[src/rtl/assert_macros.svh]
// assertion macros for the rtl files that check themselves
// no dependencies; clock and reset are passed in by the user
`ifndef ASSERT_MACROS_SVH
`define ASSERT_MACROS_SVH

// consequent must hold in the same cycle as the antecedent
`define SCP_ASSERT_SAME(label, clk, rst_n, ante, cons) \
	label: assert property (@(posedge clk) disable iff (!rst_n) (ante) |-> (cons)) \
		else $error("assertion failed: same-cycle check");

// consequent must hold in the cycle after the antecedent
`define SCP_ASSERT_NEXT(label, clk, rst_n, ante, cons) \
	label: assert property (@(posedge clk) disable iff (!rst_n) (ante) |=> (cons)) \
		else $error("assertion failed: next-cycle check");

`endif

[src/rtl/scp_pkg.sv]
// shared types, constants and helpers for the setpoint command line parser
// no dependencies; used by all rtl modules through scoped names
`timescale 1ns / 1ps

package scp_pkg;

	localparam int LINE_CHARS = 15;
	localparam int POS_W      = $clog2(LINE_CHARS + 1);
	localparam int CHAR_W     = 8;
	localparam int VAL_W      = 16;
	localparam int WIDE_W     = VAL_W + 4;
	localparam int ST_W       = 2;
	localparam int CFG_IDX_W  = 1;

	// prefix "SP:" fills positions 0..2, shortest valid line is four chars
	localparam int PREFIX_CHARS = 3;
	localparam int SHORT_LINE   = 4;

	localparam logic [VAL_W-1:0] VAL_MAX = '1;

	// result status codes
	localparam logic [ST_W-1:0] ST_SET     = 2'd0;
	localparam logic [ST_W-1:0] ST_RANGE   = 2'd1;
	localparam logic [ST_W-1:0] ST_INVALID = 2'd2;
	localparam logic [ST_W-1:0] ST_UNKNOWN = 2'd3;

	// configuration register indexes and reset values
	localparam logic [CFG_IDX_W-1:0] REG_LIMIT_LO = 1'b0;
	localparam logic [CFG_IDX_W-1:0] REG_LIMIT_HI = 1'b1;
	localparam logic [VAL_W-1:0]     MIN_RESET    = 16'd100;
	localparam logic [VAL_W-1:0]     MAX_RESET    = 16'd500;

	// ascii codes
	localparam logic [CHAR_W-1:0] CH_LF    = 8'h0A;
	localparam logic [CHAR_W-1:0] CH_CR    = 8'h0D;
	localparam logic [CHAR_W-1:0] CH_S_UC  = 8'h53;
	localparam logic [CHAR_W-1:0] CH_S_LC  = 8'h73;
	localparam logic [CHAR_W-1:0] CH_P_UC  = 8'h50;
	localparam logic [CHAR_W-1:0] CH_P_LC  = 8'h70;
	localparam logic [CHAR_W-1:0] CH_COLON = 8'h3A;
	localparam logic [CHAR_W-1:0] CH_POINT = 8'h2E;
	localparam logic [CHAR_W-1:0] CH_ZERO  = 8'h30;
	localparam logic [CHAR_W-1:0] CH_NINE  = 8'h39;

	// line summary handed from the parser to the limit check
	typedef struct packed {
		logic             eol;
		logic             fire;
		logic             unknown;
		logic             bad_num;
		logic [VAL_W-1:0] value;
	} scp_line_res_t;

	// times ten by shift and add
	function automatic logic [WIDE_W-1:0] times10(input logic [VAL_W-1:0] a);
		logic [WIDE_W-1:0] w;
		w = {4'b0000, a};
		return (w << 3) + (w << 1);
	endfunction

	// clamp a widened sum to the 16 bit range
	function automatic logic [VAL_W-1:0] sat16(input logic [WIDE_W-1:0] w);
		return (w > {4'b0000, VAL_MAX}) ? VAL_MAX : w[VAL_W-1:0];
	endfunction

endpackage

[src/rtl/scp_line_parser.sv]
// per-line parse state: prefix check, integer and decimal digit accumulation
// depends on scp_pkg
`timescale 1ns / 1ps

module scp_line_parser (
	input  logic                        clk,
	input  logic                        arst_n,
	input  logic                        step,
	input  logic [scp_pkg::CHAR_W-1:0]  in_char,
	output scp_pkg::scp_line_res_t      res
);

	logic [scp_pkg::POS_W-1:0]  pos_q, pos_d;
	logic                       prefix_bad_q, prefix_bad_d;
	logic [scp_pkg::VAL_W-1:0]  acc_q, acc_d;
	logic                       seen_point_q, seen_point_d;
	logic [3:0]                 frac_q, frac_d;
	logic                       frac_taken_q, frac_taken_d;
	logic                       number_bad_q, number_bad_d;

	logic                       is_eol;
	logic                       is_digit;
	logic [3:0]                 digit;
	logic [scp_pkg::WIDE_W-1:0] acc_x10;
	logic [scp_pkg::WIDE_W-1:0] acc_next;
	logic [scp_pkg::WIDE_W-1:0] final_sum;

	assign is_eol   = (in_char == scp_pkg::CH_LF) || (in_char == scp_pkg::CH_CR);
	assign is_digit = (in_char >= scp_pkg::CH_ZERO) && (in_char <= scp_pkg::CH_NINE);
	assign digit    = in_char[3:0];
	assign acc_x10  = scp_pkg::times10(acc_q);
	assign acc_next = acc_x10 + {{(scp_pkg::WIDE_W-4){1'b0}}, digit};
	assign final_sum = acc_x10 + {{(scp_pkg::WIDE_W-4){1'b0}}, frac_q};

	always_comb begin
		pos_d        = pos_q;
		prefix_bad_d = prefix_bad_q;
		acc_d        = acc_q;
		seen_point_d = seen_point_q;
		frac_d       = frac_q;
		frac_taken_d = frac_taken_q;
		number_bad_d = number_bad_q;
		if (step) begin
			if (is_eol) begin
				pos_d        = '0;
				prefix_bad_d = 1'b0;
				acc_d        = '0;
				seen_point_d = 1'b0;
				frac_d       = '0;
				frac_taken_d = 1'b0;
				number_bad_d = 1'b0;
			end else if (pos_q < scp_pkg::POS_W'(scp_pkg::LINE_CHARS)) begin
				pos_d = pos_q + 1'b1;
				if (pos_q == scp_pkg::POS_W'(0)) begin
					if (in_char != scp_pkg::CH_S_UC && in_char != scp_pkg::CH_S_LC)
						prefix_bad_d = 1'b1;
				end else if (pos_q == scp_pkg::POS_W'(1)) begin
					if (in_char != scp_pkg::CH_P_UC && in_char != scp_pkg::CH_P_LC)
						prefix_bad_d = 1'b1;
				end else if (pos_q == scp_pkg::POS_W'(scp_pkg::PREFIX_CHARS - 1)) begin
					if (in_char != scp_pkg::CH_COLON)
						prefix_bad_d = 1'b1;
				end else if (!number_bad_q && !frac_taken_q) begin
					if (is_digit) begin
						if (!seen_point_q) begin
							acc_d = scp_pkg::sat16(acc_next);
						end else begin
							frac_d       = digit;
							frac_taken_d = 1'b1;
						end
					end else if (in_char == scp_pkg::CH_POINT && !seen_point_q) begin
						seen_point_d = 1'b1;
					end else begin
						number_bad_d = 1'b1;
					end
				end
			end
		end
	end

	always_ff @(posedge clk or negedge arst_n) begin
		if (!arst_n) begin
			pos_q        <= '0;
			prefix_bad_q <= 1'b0;
			acc_q        <= '0;
			seen_point_q <= 1'b0;
			frac_q       <= '0;
			frac_taken_q <= 1'b0;
			number_bad_q <= 1'b0;
		end else begin
			pos_q        <= pos_d;
			prefix_bad_q <= prefix_bad_d;
			acc_q        <= acc_d;
			seen_point_q <= seen_point_d;
			frac_q       <= frac_d;
			frac_taken_q <= frac_taken_d;
			number_bad_q <= number_bad_d;
		end
	end

	// summary of the line as it stands, valid when the current char ends it
	always_comb begin
		res.eol     = is_eol;
		res.fire    = is_eol && (pos_q != '0);
		res.unknown = prefix_bad_q || (pos_q < scp_pkg::POS_W'(scp_pkg::SHORT_LINE));
		res.bad_num = number_bad_q;
		res.value   = scp_pkg::sat16(final_sum);
	end

endmodule

[src/rtl/scp_limit_check.sv]
// turns a finished line summary into status and reported value
// depends on scp_pkg
`timescale 1ns / 1ps

module scp_limit_check (
	input  scp_pkg::scp_line_res_t      res,
	input  logic [scp_pkg::VAL_W-1:0]   lo_limit,
	input  logic [scp_pkg::VAL_W-1:0]   hi_limit,
	output logic [scp_pkg::ST_W-1:0]    status,
	output logic [scp_pkg::VAL_W-1:0]   value_tenths
);

	logic in_range;

	assign in_range = (res.value >= lo_limit) && (res.value <= hi_limit);

	always_comb begin
		if (res.unknown) begin
			status       = scp_pkg::ST_UNKNOWN;
			value_tenths = '0;
		end else if (res.bad_num) begin
			status       = scp_pkg::ST_INVALID;
			value_tenths = '0;
		end else begin
			status       = in_range ? scp_pkg::ST_SET : scp_pkg::ST_RANGE;
			value_tenths = res.value;
		end
	end

endmodule

[src/rtl/setpoint_command_line_parser_top.sv]
// top level of the setpoint command line parser: input register, config, result register
// depends on scp_pkg, scp_line_parser, scp_limit_check and assert_macros.svh
`timescale 1ns / 1ps
`include "assert_macros.svh"

// Takes one ASCII character per beat and parses lines of the form SP:<digits>[.<digit>]
// (prefix case-insensitive) into tenths. A CR or LF that ends a non-empty line gives one
// result beat: status 0 set, 1 out of range, 2 invalid number, 3 unknown command, with
// value_tenths saturated at 65535 and zero for an invalid number or unknown command.
// Only the first 15 characters of a line count; empty lines give nothing, so CR LF gives
// one result. Throughput is one character per clock: a character is captured in the input
// register and folded into the line state from there, while a finished result sits
// in the output register. The only stall is a line terminator reaching the parse stage
// while the output register still holds an untaken result; it then waits there and holds
// off the input (characters that do not end a line never wait on the output). The result
// register is loaded as the terminator is folded in. The low limit (index 0, reset
// 100) and the high limit (index 1, reset 500) are written through the cfg port, which is
// always ready; write them only while idle.

module setpoint_command_line_parser_top (
	input  logic                              clk,
	input  logic                              arst_n,
	// character input
	input  logic                              in_valid,
	output logic                              in_ready,
	input  logic [scp_pkg::CHAR_W-1:0]        in_char,
	// result output
	output logic                              out_valid,
	input  logic                              out_ready,
	output logic [scp_pkg::ST_W-1:0]          status,
	output logic [scp_pkg::VAL_W-1:0]         value_tenths,
	// configuration writes
	input  logic                              cfg_valid,
	output logic                              cfg_ready,
	input  logic [scp_pkg::CFG_IDX_W-1:0]     cfg_index,
	input  logic [scp_pkg::VAL_W-1:0]         cfg_data
);

	// input register
	logic                        valid_s1;
	logic [scp_pkg::CHAR_W-1:0]  char_s1;

	// limits
	logic [scp_pkg::VAL_W-1:0]   min_q;
	logic [scp_pkg::VAL_W-1:0]   max_q;

	// result register
	logic                        out_valid_q;
	logic [scp_pkg::ST_W-1:0]    status_q;
	logic [scp_pkg::VAL_W-1:0]   value_q;

	scp_pkg::scp_line_res_t      line_res;
	logic [scp_pkg::ST_W-1:0]    status_d;
	logic [scp_pkg::VAL_W-1:0]   value_d;
	logic                        out_free;
	logic                        step;
	logic                        load_out;

	// terms for the checks at the end
	logic                        out_rejected;
	logic                        out_set;
	logic                        eol_blocked;

	// output slot is free if empty or being drained this cycle
	assign out_free = !out_valid_q || out_ready;
	// only a terminator needs the result slot
	assign step     = valid_s1 && (!line_res.eol || out_free);
	assign load_out = step && line_res.fire;
	assign in_ready = !valid_s1 || step;

	assign cfg_ready    = 1'b1;
	assign out_valid    = out_valid_q;
	assign status       = status_q;
	assign value_tenths = value_q;

	always_ff @(posedge clk or negedge arst_n) begin
		if (!arst_n) begin
			valid_s1 <= 1'b0;
		end else if (in_ready) begin
			valid_s1 <= in_valid;
		end
	end

	always_ff @(posedge clk) begin
		if (in_ready && in_valid) begin
			char_s1 <= in_char;
		end
	end

	always_ff @(posedge clk or negedge arst_n) begin
		if (!arst_n) begin
			min_q <= scp_pkg::MIN_RESET;
			max_q <= scp_pkg::MAX_RESET;
		end else if (cfg_valid && cfg_ready) begin
			case (cfg_index)
				scp_pkg::REG_LIMIT_LO: min_q <= cfg_data;
				scp_pkg::REG_LIMIT_HI: max_q <= cfg_data;
				default: ;
			endcase
		end
	end

	scp_line_parser u_parser (
		.clk     (clk),
		.arst_n  (arst_n),
		.step    (step),
		.in_char (char_s1),
		.res     (line_res)
	);

	scp_limit_check u_limits (
		.res          (line_res),
		.lo_limit     (min_q),
		.hi_limit     (max_q),
		.status       (status_d),
		.value_tenths (value_d)
	);

	always_ff @(posedge clk or negedge arst_n) begin
		if (!arst_n) begin
			out_valid_q <= 1'b0;
		end else if (load_out) begin
			out_valid_q <= 1'b1;
		end else if (out_ready) begin
			out_valid_q <= 1'b0;
		end
	end

	always_ff @(posedge clk) begin
		if (load_out) begin
			status_q <= status_d;
			value_q  <= value_d;
		end
	end

	assign out_rejected = out_valid_q &&
		(status_q == scp_pkg::ST_UNKNOWN || status_q == scp_pkg::ST_INVALID);
	assign out_set      = out_valid_q && (status_q == scp_pkg::ST_SET);
	assign eol_blocked  = valid_s1 && line_res.eol && !out_free;

	// rejected or unknown lines never carry a value
	`SCP_ASSERT_SAME(a_zero_value_on_reject, clk, arst_n, out_rejected, value_q == '0)

	// a reported set lies inside the current limits
	`SCP_ASSERT_SAME(a_set_within_limits, clk, arst_n, out_set, value_q >= min_q && value_q <= max_q)

	// a terminator blocked by a full result slot waits in the input register
	`SCP_ASSERT_NEXT(a_eol_held, clk, arst_n, eol_blocked, valid_s1 && $stable(char_s1))

	// the result slot is never overwritten while still owed downstream
	`SCP_ASSERT_SAME(a_no_overwrite, clk, arst_n, load_out, out_free)

endmodule
[config.mk]
export PLATFORM = sky130hd
export DESIGN_NAME = setpoint_command_line_parser_top
export DESIGN_NICKNAME = d
export VERILOG_FILES = /design/src/rtl/scp_pkg.sv /design/src/rtl/scp_line_parser.sv /design/src/rtl/scp_limit_check.sv /design/src/rtl/setpoint_command_line_parser_top.sv
export VERILOG_INCLUDE_DIRS = /design/src /design/src/rtl
export SDC_FILE = /design/constraint.sdc
export NUM_CORES = 1
export LEC_CHECK = 0
export ABC_AREA = 1
export BUFFER_PORTS_ARGS = -buffer_cell sky130_fd_sc_hd__buf_2
export CORE_ASPECT_RATIO = 0.7
export CORE_MARGIN = 4
export CORE_UTILIZATION = 48
export CTS_CLUSTER_DIAMETER = 40
export DETAILED_ROUTE_END_ITERATION = 6
export GPL_ROUTABILITY_DRIVEN = 1
export PLACE_DENSITY = 0.66
export SLEW_MARGIN = 20
export SYNTH_ARGS = -nofsm -noshare
export SYNTH_HDL_FRONTEND = slang
export SYNTH_SLANG_ARGS = --single-unit
export TNS_END_PERCENT = 1
[constraint.sdc]
create_clock -name clk -period 7.9 [get_ports clk]
set_input_delay 0.79 -clock clk [delete_from_list [all_inputs] [get_ports clk]]
set_output_delay 0.79 -clock clk [all_outputs]
set_load 0.005 [all_outputs]
# ---- Word level (Yosys, flattened, before mapping)
# Index checks and enable logic that the tools add are counted.
dict set report totals {
  ram_bits 0
  latchBits 0
  memories 0
  register_bits 88
  in_bits 30
  rom_bits 0
}
dict set report op_classes {
  n_lt_le_gt_ge 8
  eq_ne 18
  div 0
  shift 0
  mul 0
  addsub 4
  n_reduce_logical 40
  muxes 56
  bitwise_logic 1
}
# cell count
set op_table {}
lappend op_table {{16-bit 2-to-1 mux} 10}
lappend op_table {{20-bit by 4-bit adder with 20-bit output} 2}
lappend op_table {{20-bit by 16-bit > comparator with 1-bit output (second input constant)} 2}
lappend op_table {{4-bit 2-to-1 mux} 10}
lappend op_table {{1-bit 2-to-1 mux} 36}
lappend op_table {{8-bit by 7-bit != test with 1-bit output (second input constant)} 4}
lappend op_table {{8-bit AND reduction} 4}
lappend op_table {{19-bit by 17-bit adder with 20-bit output} 1}
lappend op_table {{8-bit by 4-bit == test with 1-bit output (second input constant)} 2}
lappend op_table {{16-bit greater-or-equal comparator} 1}
lappend op_table {{16-bit <= comparator} 1}
lappend op_table {{2-bit nonzero test} 6}
lappend op_table {{4-bit nonzero test} 3}
lappend op_table {{1-bit logical AND} 10}
lappend op_table {{2-bit by 1-bit != test with 1-bit output (second input constant)} 5}
lappend op_table {{8-bit by 6-bit == test with 1-bit output (second input constant)} 1}
lappend op_table {{8-bit by 6-bit greater-or-equal comparator with 1-bit output (second input constant)} 1}
lappend op_table {{8-bit by 6-bit <= comparator with 1-bit output (second input constant)} 1}
lappend op_table {{8-bit by 6-bit != test with 1-bit output (second input constant)} 1}
lappend op_table {{1-bit zero test} 6}
lappend op_table {{2-bit AND reduction} 3}
lappend op_table {{6-bit AND reduction} 1}
lappend op_table {{1-bit logical OR} 5}
lappend op_table {{4-bit by 1-bit adder with 4-bit output (second input constant)} 1}
lappend op_table {{10 further kinds} 10}

# ---- Logic depth before layout (Yosys ltp)
# Gate-level depths: netlist of run 1.
dict set report depth {
  ltp_word 12
  mapped_depth 33
  depth_no_buf 32
}

# ---- Hierarchy
# A second synthesis of run 1 with hierarchy kept.
dict set report hier_totals {
  cells_unflattened 899
  hier_area_um2 6774.0
}
# module cells_each area_per_inst_um2 seq_area_each_um2 n_inst
set modules_own_cells {}
lappend modules_own_cells {scp_line_parser 557 3530.9 700.7 1}
lappend modules_own_cells {setpoint_command_line_parser_top 164 2233.4 1642.8 1}
lappend modules_own_cells {scp_limit_check 178 1009.7 0.0 1}

# ---- Least setup slack after synthesis of run 1
# OpenSTA, ideal clock, no wires.
dict set report synth_timing {
  path_type {reg-to-reg}
  from {reg u_parser.acc_q[0] (netlist bit)}
  to {reg status_q (netlist bit status[0]) (data pin)}
  arrival_time_ns 3.564
  required_time_ns 7.645
  path_stages_with_launch 25
  period_less_slack_ns 3.819
  setup_slack_ns 4.081
  path_cell_list {dfrtp_1 -> ha_1 -> inv_1 -> fa_1 -> inv_1 -> nand2_1 -> o21ai_0 -> nand3_1 -> nor2_1 -> nand3_1 -> nand2_1 -> nand2_2 -> nor2_8 -> buf_12 -> nand3_4 -> ha_1 -> nand2_1 -> inv_1 -> nand3_1 -> nor3_1 -> nand2_1 -> nand3_1 -> nand2_1 -> nand2_1 -> nand2_1}
}
# item line
set synth_rtl {}
lappend synth_rtl {{start: declaration} scp_line_parser.sv:15} ;# logic [scp_pkg::VAL_W-1:0] acc_q, acc_d;
lappend synth_rtl {{start signal: assignment} scp_line_parser.sv:85} ;# acc_q <= '0;
lappend synth_rtl {{start signal: assignment} scp_line_parser.sv:93} ;# acc_q <= acc_d;
lappend synth_rtl {{end signal: assignment} setpoint_command_line_parser_top.sv:131} ;# status_q <= status_d;
lappend synth_rtl {{end: declaration} setpoint_command_line_parser_top.sv:49} ;# logic [scp_pkg::ST_W-1:0] status_q;

==> results_dict.tcl, run 1 <==
set metrics [dict create \
    status "complete, no violations" \
    nets 1030 \
    dp_slack_ns 3.307 \
    die_w_um 150.4 \
    drt_iter0_drc 423 \
    place_inst 1120 \
    clk_pin_slew_ns 0.07 \
    finalSetupTns_ns 0 \
    end_kind "flop" \
    worst_slew_pin_slew_ns 1.028 \
    post_cts_buffers 0 \
    grt_usage_pct 20.74 \
    grt_pass1_wl_um 26850 \
    cts_resized 0 \
    fillCellCount 1316 \
    cts_root_buf "clkbuf_16" \
    cts_buffers 9 \
    slew_violations 0 \
    fin_cells 1136 \
    drc 0 \
    numClockSinks 88 \
    synth_nets 983 \
    initial_utilization_pct 48.96 \
    grt_antenna_before_repair 0 \
    drtPass1Iterations 6 \
    ioPinCount 51 \
    dieArea_um2 16200 \
    ctsHoldBuffers 0 \
    min_period_ns 4.639 \
    antenna_cells 0 \
    route.vias.total 5747 \
    crit_arrival_ns 4.73 \
    drive_gt1_share_pct 15.64 \
    setup_viol 0 \
    post-route-period-util_pct 58.73 \
    ir_drop_mv 0.1260 \
    rsz0062_at_grt "false" \
    path_max_fanout 16 \
    fin_skew_ns 0.01156 \
    fmax_mhz 215.5 \
    maxCapViolations 0 \
    required_ns 7.99 \
    portBuffers 49 \
    die_height_um 107.7 \
    power.density_nw_per_um2 149.2 \
    critical_path_class "reg2reg" \
    synthToLayoutAreaGrowth_pct 10.23 \
    insertion_delay_ns 0.35 \
    hold_viol 0 \
    clk_path_buf_depth 2 \
    syn-cell-area_um2 6814 \
    ys_seq_area_share_pct 34.39 \
    ant_nets 0 \
    place_congestion 0.9289 \
    syn_inst 894 \
    cts_tree "built" \
    viasPerCell 5.059 \
    relSlewSlack_pct 31.40 \
    hp-class "reg2reg" \
    setup_slack_ns 3.261 \
    wl_um 16010 \
    grt-ovfl-total 0 \
    startpoint_type "flop" \
    ctsHtreeMaxLevel 3 \
    layout_commonest_cell "nand2_1" \
    leakage_nw 4.093 \
    yosysUniqueCellTypes 45 \
    core_area_um2 13920 \
    ys_seq_elements 88 \
    grt_max_degree 63 \
    ys_warn_count 0 \
    syn_area_per_cell_um2 7.622 \
    grt_pass1_vias 5304 \
    routedWlPerCell_um 14.10 \
    placementRows 36 \
    final_cell_mix "nand2_1 (256), inv_1 (153), nand3_1 (62), ha_1 (56), dfrtp_1 (53)" \
    dpl.hpwl_um 12710 \
]
per-layer routing:
metal	vias up	wire (µm)	track usage, %
met3	9	938	3.577
met4	0	94	2.937
met1	2633	8589	33.38
met2	157	6390	29.26
li1	2948	-	-
met5	-	0	0
worst max-delay path, stage by stage (launching register included):
cell,delay (ns)
dfrtp_1,0.40
ha_1,0.26
inv_1,0.07
fa_1,0.42
inv_1,0.12
nand2_2,0.07
nand2_4,0.10
nand3_1,0.09
nand3b_1,0.10
nand2_1,0.11
nor2_2,0.16
nand3_2,0.14
nor2_4,0.15
nand2_2,0.06
nand2_2,0.06
nand2_2,0.06
nor2_4,0.56
nand3_1,0.35
ha_1,0.40
nand4_1,0.11
nor3_1,0.27
nand2_1,0.09
nand3_1,0.08
nand2_1,0.05
nand2_1,0.06
nand2_1,0.05
state kept, by name (all words and copies together), names as in the netlist:
register               count
u_parser.seen_point_q      1
u_parser.number_bad_q      1
max_q                     16
status                     2
char_s1                    8
u_parser.frac_taken_q      1
out_valid                  1
value_tenths              16
min_q                     16
u_parser.pos_q             4
u_parser.prefix_bad_q      1
u_parser.frac_q            4
valid_s1                   1
u_parser.acc_q            16
cells by family after synthesis:
group	Yosys count	share of synthesized area (%)
AND/OR/NAND/NOR	459	33.47
flip-flops	88	34.39
adder cells (fa/ha/maj)	59	11.16
buffers and inverters	174	10.32
other	1	0.05503
AO/OA/AOI/OAI	84	6.757
XOR/XNOR	29	3.838
through the flow:
step                utilization [%]  cell area (µm²)  hold slack, ns  power (mW)
floorplan                         -             6814          0.4530      0.6407
global placement              51.77             7206          0.4685      0.6850
detailed placement            51.77             7206          0.4763      0.6878
CTS                           53.96             7511          0.4931       1.132
global route                  53.96             7511          0.5113       1.179
finish                        53.96             7511          0.4842       1.120
where the power goes:
part	internal (mW)	switching, mW
Combinational	0.0548	0.0891
Sequential	0.509	0.0269
Clock	0.255	0.185
area by class of cell:
type                    instances  area [µm²]  share of cell area [%]
clock inverters                 6       66.31                  0.8829
multi-input cells             632        3770                   50.19
repair buffers                 50       252.7                   3.365
inverters                     160       601.8                   8.013
well taps                     190       237.7                   3.165
clock buffers                  10       239.0                   3.182
flip-flops and latches         88        2344                   31.20
synth_stat cells (all sizes together):
cell type  count  area (µm²)
nor4b          1       8.760
xor2          18       157.7
nor3           9       50.05
nand3         80       565.6
o22ai          4       25.02
ha            56       700.7
nand3b         4       30.03
a211oi         2       15.01
conb           1       3.750
nand4         17       106.4
inv          159       596.8
clkbuf         6       22.52
o31ai          2       15.01
o221ai         1       8.760
edfxtp        26       780.8
dfrtp         53        1326
nor4           3       18.77
clkinv         1       5.000
xnor2         11       103.9
o21ai         44       220.2
o211ai         4       35.03
buf            8       78.82
a41oi          1       8.760
and2           3       18.77
fa             3       60.06
nor2          56       304.0
a21oi         24       120.1
dfstp          9       236.5
or2            1       6.260
nand2        285        1172
a31oi          2       12.51
path summary, 6_finish.rpt:
kind / slack (ns) / depth (start not counted) / to / startpoint
worst max-delay path: 3.26 / 25 / status[0] / u_parser.acc_q[0]
worst min-delay path: 0.48 / 2 / min_q[11] / min_q[11]
worst max register to register: 3.26 / 25 / status[0] / u_parser.acc_q[0]
worst min register to register: 0.48 / 2 / min_q[11] / min_q[11]
max in group asynchronous: 6.73 / 2 / u_parser.acc_q[14] / arst_n
min in group asynchronous: 0.61 / 2 / valid_s1 / arst_n
(Power assumes the default switching activity.)
==> run 2, diff against run 1 <==
==> constraint.sdc (replaced) <==
create_clock -name clk -period 4.5 [get_ports clk]
set_input_delay 0.45 -clock clk [delete_from_list [all_inputs] [get_ports clk]]
set_output_delay 0.45 -clock clk [all_outputs]
set_load 0.005 [all_outputs]
==> results_dict.tcl, run 2 (synthesis gave the netlist of run 1 again) <==
set metrics [dict create \
    hold_slack_ns 0.2766 \
    wl_um 15960 \
    grt_max_degree 63 \
    ir_drop_mv 0.1905 \
    placementRows 36 \
    drc 0 \
    route.vias.total 5828 \
    clk_pin_slew_ns 0.07 \
    grt_pass1_wl_um 26400 \
    viasPerCell 5.050 \
    nets 1048 \
    grt_antenna_before_repair 0 \
    fmax_mhz 235.3 \
    maxCapViolations 0 \
    critical_path.n_buffers_inverters 2 \
    dieArea_um2 16200 \
    grt_pass1_vias 5203 \
    power.density_nw_per_um2 250.0 \
    dpl.hpwl_um 12640 \
    antenna_cells 0 \
    worstSetupPathDepth 27 \
    placed_cell_area_um2 7266 \
    drt_iter0_drc 421 \
    final_cell_mix "nand2_1 (256), inv_1 (153), nand3_1 (62), ha_1 (55), dfrtp_1 (53)" \
    critPathTopFamily "simple AND/OR/NAND/NOR gates" \
    die_w_um 150.4 \
    place_congestion 0.9106 \
    post-route-period-util_pct 94.46 \
    numClockSinks 88 \
    required_ns 4.71 \
    ant_nets 0 \
    fin_skew_ns 0.01451 \
    grt-ovfl-total 0 \
    cts_tree "built" \
    startpoint_type "flop" \
    synthToLayoutAreaGrowth_pct 12.17 \
    grt_usage_pct 20.42 \
    relSlewSlack_pct 33.98 \
    cts_buffers 9 \
    core_area_um2 13920 \
    portBuffers 49 \
    cts_root_buf "clkbuf_16" \
    hold_viol 0 \
    die_height_um 107.7 \
    ctsHoldBuffers 0 \
    critical_path_class "reg2reg" \
    ctsHtreeMaxLevel 3 \
    hp-class "in2async" \
    reg2reg_depth 27 \
    critPathMostFrequentCell "nand2_1" \
    fin_area_um2 7644 \
    rrSetupSlack_ns 0.25 \
    insertion_delay_ns 0.34 \
    leakage_nw 4.157 \
    clk_path_buf_depth 2 \
    initial_utilization_pct 48.96 \
    status "complete, no violations" \
    slew_violations 0 \
    crit_arrival_ns 4.46 \
    worst_slew_pin_slew_ns 0.9892 \
    max_stage_delay_ns 0.43 \
    end_kind "flop" \
    drtPass1Iterations 5 \
    min_period_ns 4.251 \
    ioPinCount 51 \
    routedWlPerCell_um 13.83 \
    layout_commonest_cell "nand2_1" \
    setup_viol 0 \
    drive_gt1_share_pct 17.43 \
    path_max_fanout 8 \
    slowest_stage "fa_1" \
]
==> run 2: cell type report <==
type,instances,area [µm²]
inverter,160,601.8
fill,1310,6275
clock inverter,6,40.04
multi-input combinational,632,3782
tap,190,237.7
clock buffer,10,239.0
timing repair buffer,68,399.1
sequential,88,2344
==> run 2: metal layers <==
layer  track usage, %  share of wire (%)  up-vias
met5                0                  0        -
met1            33.03                 54     2689
met4            2.742               0.56        0
met2            28.94                 40      139
met3            3.241                5.1       11
li1                 -                  -     2989
==> run 2: power breakdown <==
group / switching [mW] / leakage (nW) / total, mW / internal, mW
registers: 0.0474 / 1.00 / 0.941 / 0.893
logic: 0.157 / 3.02 / 0.254 / 0.0972
clock network: 0.326 / 0.137 / 0.717 / 0.391
total: 0.530 / 4.16 / 1.91 / 1.38
==> run 2: path summary, 6_finish.rpt <==
kind / from / endpoint
max: u_parser.acc_q[0] / status[0]
max in group asynchronous: arst_n / u_parser.acc_q[12]
min in group clk: in_char[1] / char_s1[1]
max reg2reg: u_parser.acc_q[0] / status[0]
min reg2reg: max_q[1] / max_q[1]
min: arst_n / u_parser.pos_q[0]
==> run 2: what timing repair did <==
item | CTS | global route
resized for setup | 0 | 7
setup endpoints to repair | 0 | 1
setup buffers | 0 | 10
==> run 2: stage by stage <==
step	power, mW	TNS [ns]	std cells	setup WS [ns]	utilization, %
finish	1.911	0	1154	0.2495	54.92
global route	2.018	-0.02170	1154	-0.02170	54.92
CTS	1.924	0	1144	0.1133	54.21
detailed placement	1.207	0	1128	0.1721	52.20
global placement	1.203	0	1128	0.3043	52.20
floorplan	1.125	0	894	0.6813	-
==> run 3, diff against run 2 <==
--- a/config.mk
+++ b/config.mk
@@ -6,12 +6,11 @@
 export SDC_FILE = /design/constraint.sdc
 export NUM_CORES = 1
 export LEC_CHECK = 0
-export ABC_AREA = 1
 export BUFFER_PORTS_ARGS = -buffer_cell sky130_fd_sc_hd__buf_2
 export CORE_ASPECT_RATIO = 0.7
-export CORE_MARGIN = 4
+export CORE_MARGIN = 5
 export CORE_UTILIZATION = 48
-export CTS_CLUSTER_DIAMETER = 40
+export CTS_CLUSTER_DIAMETER = 50
 export DETAILED_ROUTE_END_ITERATION = 6
 export GPL_ROUTABILITY_DRIVEN = 1
 export PLACE_DENSITY = 0.66
==> results_dict.tcl, run 3 <==
set metrics [dict create \
    grt_usage_pct 20.52 \
    end_kind "flop" \
    synth_area_leader_cell "dfrtp_1" \
    ant_nets 0 \
    hold_viol 0 \
    drtPass1Iterations 5 \
    slew_violations 0 \
    rsz0062_at_grt "true" \
    yosysUniqueCellTypes 75 \
    die_w_um 144.3 \
    final_cell_mix "nand2_1 (63), buf_4 (56), ha_1 (53), dfrtp_1 (53)" \
    placed_cell_area_um2 6799 \
    insertion_delay_ns 0.34 \
    core_area_um2 12380 \
    fin_area_um2 7278 \
    maxCapViolations 0 \
    cts_tree "built" \
    required_ns 4.59 \
    post-route-period-util_pct 104.3 \
    crit_arrival_ns 4.79 \
    syn_area_per_cell_um2 9.813 \
    grt_pass1_vias 4872 \
    dp_slack_ns -0.2627 \
    portBuffers 49 \
    wl_um 15130 \
    async_flop_share_pct 70.45 \
    synthMuxAreaShare_pct 3.569 \
    numClockSinks 88 \
    fin_skew_ns 0.006308 \
    yosys.area.top_type_share_pct 21.87 \
    clk_pin_slew_ns 0.07 \
    routedWlPerCell_um 17.10 \
    syn_inst 618 \
    cts_buffers 9 \
    drive_gt1_share_pct 28.49 \
    nets 807 \
    drc 0 \
    layout_commonest_cell "nand2_1" \
    hold_slack_ns 0.2828 \
    min_period_ns 4.696 \
    syn-cell-area_um2 6065 \
    ir_drop_mv 0.3243 \
    drt_iter0_drc 276 \
    dieArea_um2 15020 \
    post-synth-top-count-cell "nand2_1" \
    grt_pass1_wl_um 24760 \
    setup_viol 1 \
    synth_top_family_by_area "compound AO/OA/AOI/OAI gates" \
    placementRows 34 \
    synthToLayoutAreaGrowth_pct 20.01 \
    ys_warn_count 0 \
    critical_path_class "reg2reg" \
    power_mw 4.914 \
    clk_path_buf_depth 2 \
    ys_top_cells_by_count "nand2_1 (68), ha_1 (56), dfrtp_1 (53), a21oi_1 (51), inv_1 (48)" \
    synth_nets 707 \
    synth-simple-area-share_pct 15.58 \
    initial_utilization_pct 48.99 \
    die_height_um 104.0 \
    setup_slack_ns -0.1957 \
    grt-ovfl-total 0 \
    viasPerCell 5.569 \
    ys.flop_type "dfrtp_1" \
    synthTopCellsByArea "dfrtp_1 (22%), edfxtp_1 (13%), ha_1 (12%)" \
    fillCellCount 1044 \
    synth_compound_area_share_pct 19.85 \
    finalSetupTns_ns -0.1957 \
    ctsHoldBuffers 0 \
    ys_seq_elements 88 \
    relSlewSlack_pct 28.13 \
    hp-class "in2reg" \
    ioPinCount 51 \
    startpoint_type "flop" \
    violations "negative setup slack" \
    ctsHtreeMaxLevel 3 \
    place_congestion 0.9148 \
    fmax_mhz 213.0 \
    synth_xor_area_share_pct 4.621 \
    grt_antenna_before_repair 0 \
    path_max_fanout 8 \
    power.density_nw_per_um2 675.2 \
    status "finished with violations" \
    cts_root_buf "clkbuf_16" \
    dpl.hpwl_um 11740 \
    route.vias.total 4929 \
    antenna_cells 0 \
    worst_slew_pin_slew_ns 1.073 \
    grt_max_degree 63 \
    ys_seq_area_share_pct 38.64 \
    synth_edf_count 26 \
    leakage_nw 3.332 \
    synthAdderAreaFrac_pct 12.54 \
]
-- run 3: cell type report --
cell class	count	area, µm²	area share, %
Multi-Input combinational cell	463	3538	48.62
Sequential cell	88	2344	32.20
Inverter	48	180.2	2.476
Tap cell	162	202.7	2.785
Timing Repair Buffer	108	699.4	9.610
Clock inverter	4	77.57	1.066
Clock buffer	12	236.5	3.249
-- run 3: critical path: stages (launching register included) --
cell	delay, ns
dfrtp_1	0.42
buf_4	0.15
ha_1	0.33
a211o_1	0.29
and3_1	0.18
a211o_1	0.29
nor4_4	0.32
nand4_2	0.19
buf_4	0.19
nor4_4	0.18
o2bb2ai_4	0.19
and2_4	0.21
ha_1	0.26
nand2b_1	0.09
a21o_1	0.13
a21o_1	0.11
a211oi_1	0.06
o21bai_1	0.21
a31oi_1	0.13
o211a_1	0.23
a2111o_1	0.28
-- run 3: per-layer routing --
| layer | wire length (µm) | GRT usage [%] |
|---|---|---|
| met2 | 6840 | 31.00 |
| met3 | 755 | 3.585 |
| met5 | 0 | 0 |
| met4 | 222 | 5.126 |
| met1 | 7314 | 30.40 |
-- run 3: logic make-up (layout without fill, tap and decap cells) --
| logic type | count (synthesis) | count (layout) |
|---|---|---|
| AND/OR/NAND/NOR | 181 | 181 |
| AO/OA/AOI/OAI | 171 | 171 |
| flip-flops | 88 | 88 |
| buffers and inverters | 67 | 172 |
| adder cells (fa/ha/maj) | 59 | 59 |
| XOR/XNOR | 32 | 32 |
| multiplexers | 19 | 19 |
| other | 1 | 1 |
-- run 3: worst paths after layout --
check,start,to,slack (ns),depth (start not counted)
setup / recovery,u_parser.acc_q[1],status[0],-0.20,20
hold / removal,in_char[0],char_s1[0],0.28,1
setup reg to reg,u_parser.acc_q[1],status[0],-0.20,20
hold reg to reg,min_q[6],min_q[6],0.51,2
max in group asynchronous,arst_n,u_parser.acc_q[8],3.67,2
min in group asynchronous,arst_n,min_q[1],0.29,2
-- run 3: what timing repair did --
| action | 4_1_cts | 5_1_grt |
|---|---|---|
| setup endpoints to repair | 1 | 1 |
| setup buffers | 8 | 1 |
| pin swaps | 16 | 4 |
| resized for setup | 18 | 5 |
-- run 3: per-stage QoR --
| step | util, % | cells |
|---|---|---|
| after floorplan | - | 618 |
| after global placement | 54.92 | 860 |
| after detailed placement | 54.92 | 860 |
| after CTS | 58.63 | 884 |
| after global routing | 58.79 | 885 |
| final | 58.79 | 885 |
-- run 3: report_power, final --
part | switching, mW | total (mW) | internal, mW
Sequential | 0.117 | 1.07 | 0.957
Combinational | 1.71 | 3.03 | 1.32
Clock | 0.322 | 0.813 | 0.491
Total | 2.15 | 4.91 | 2.76
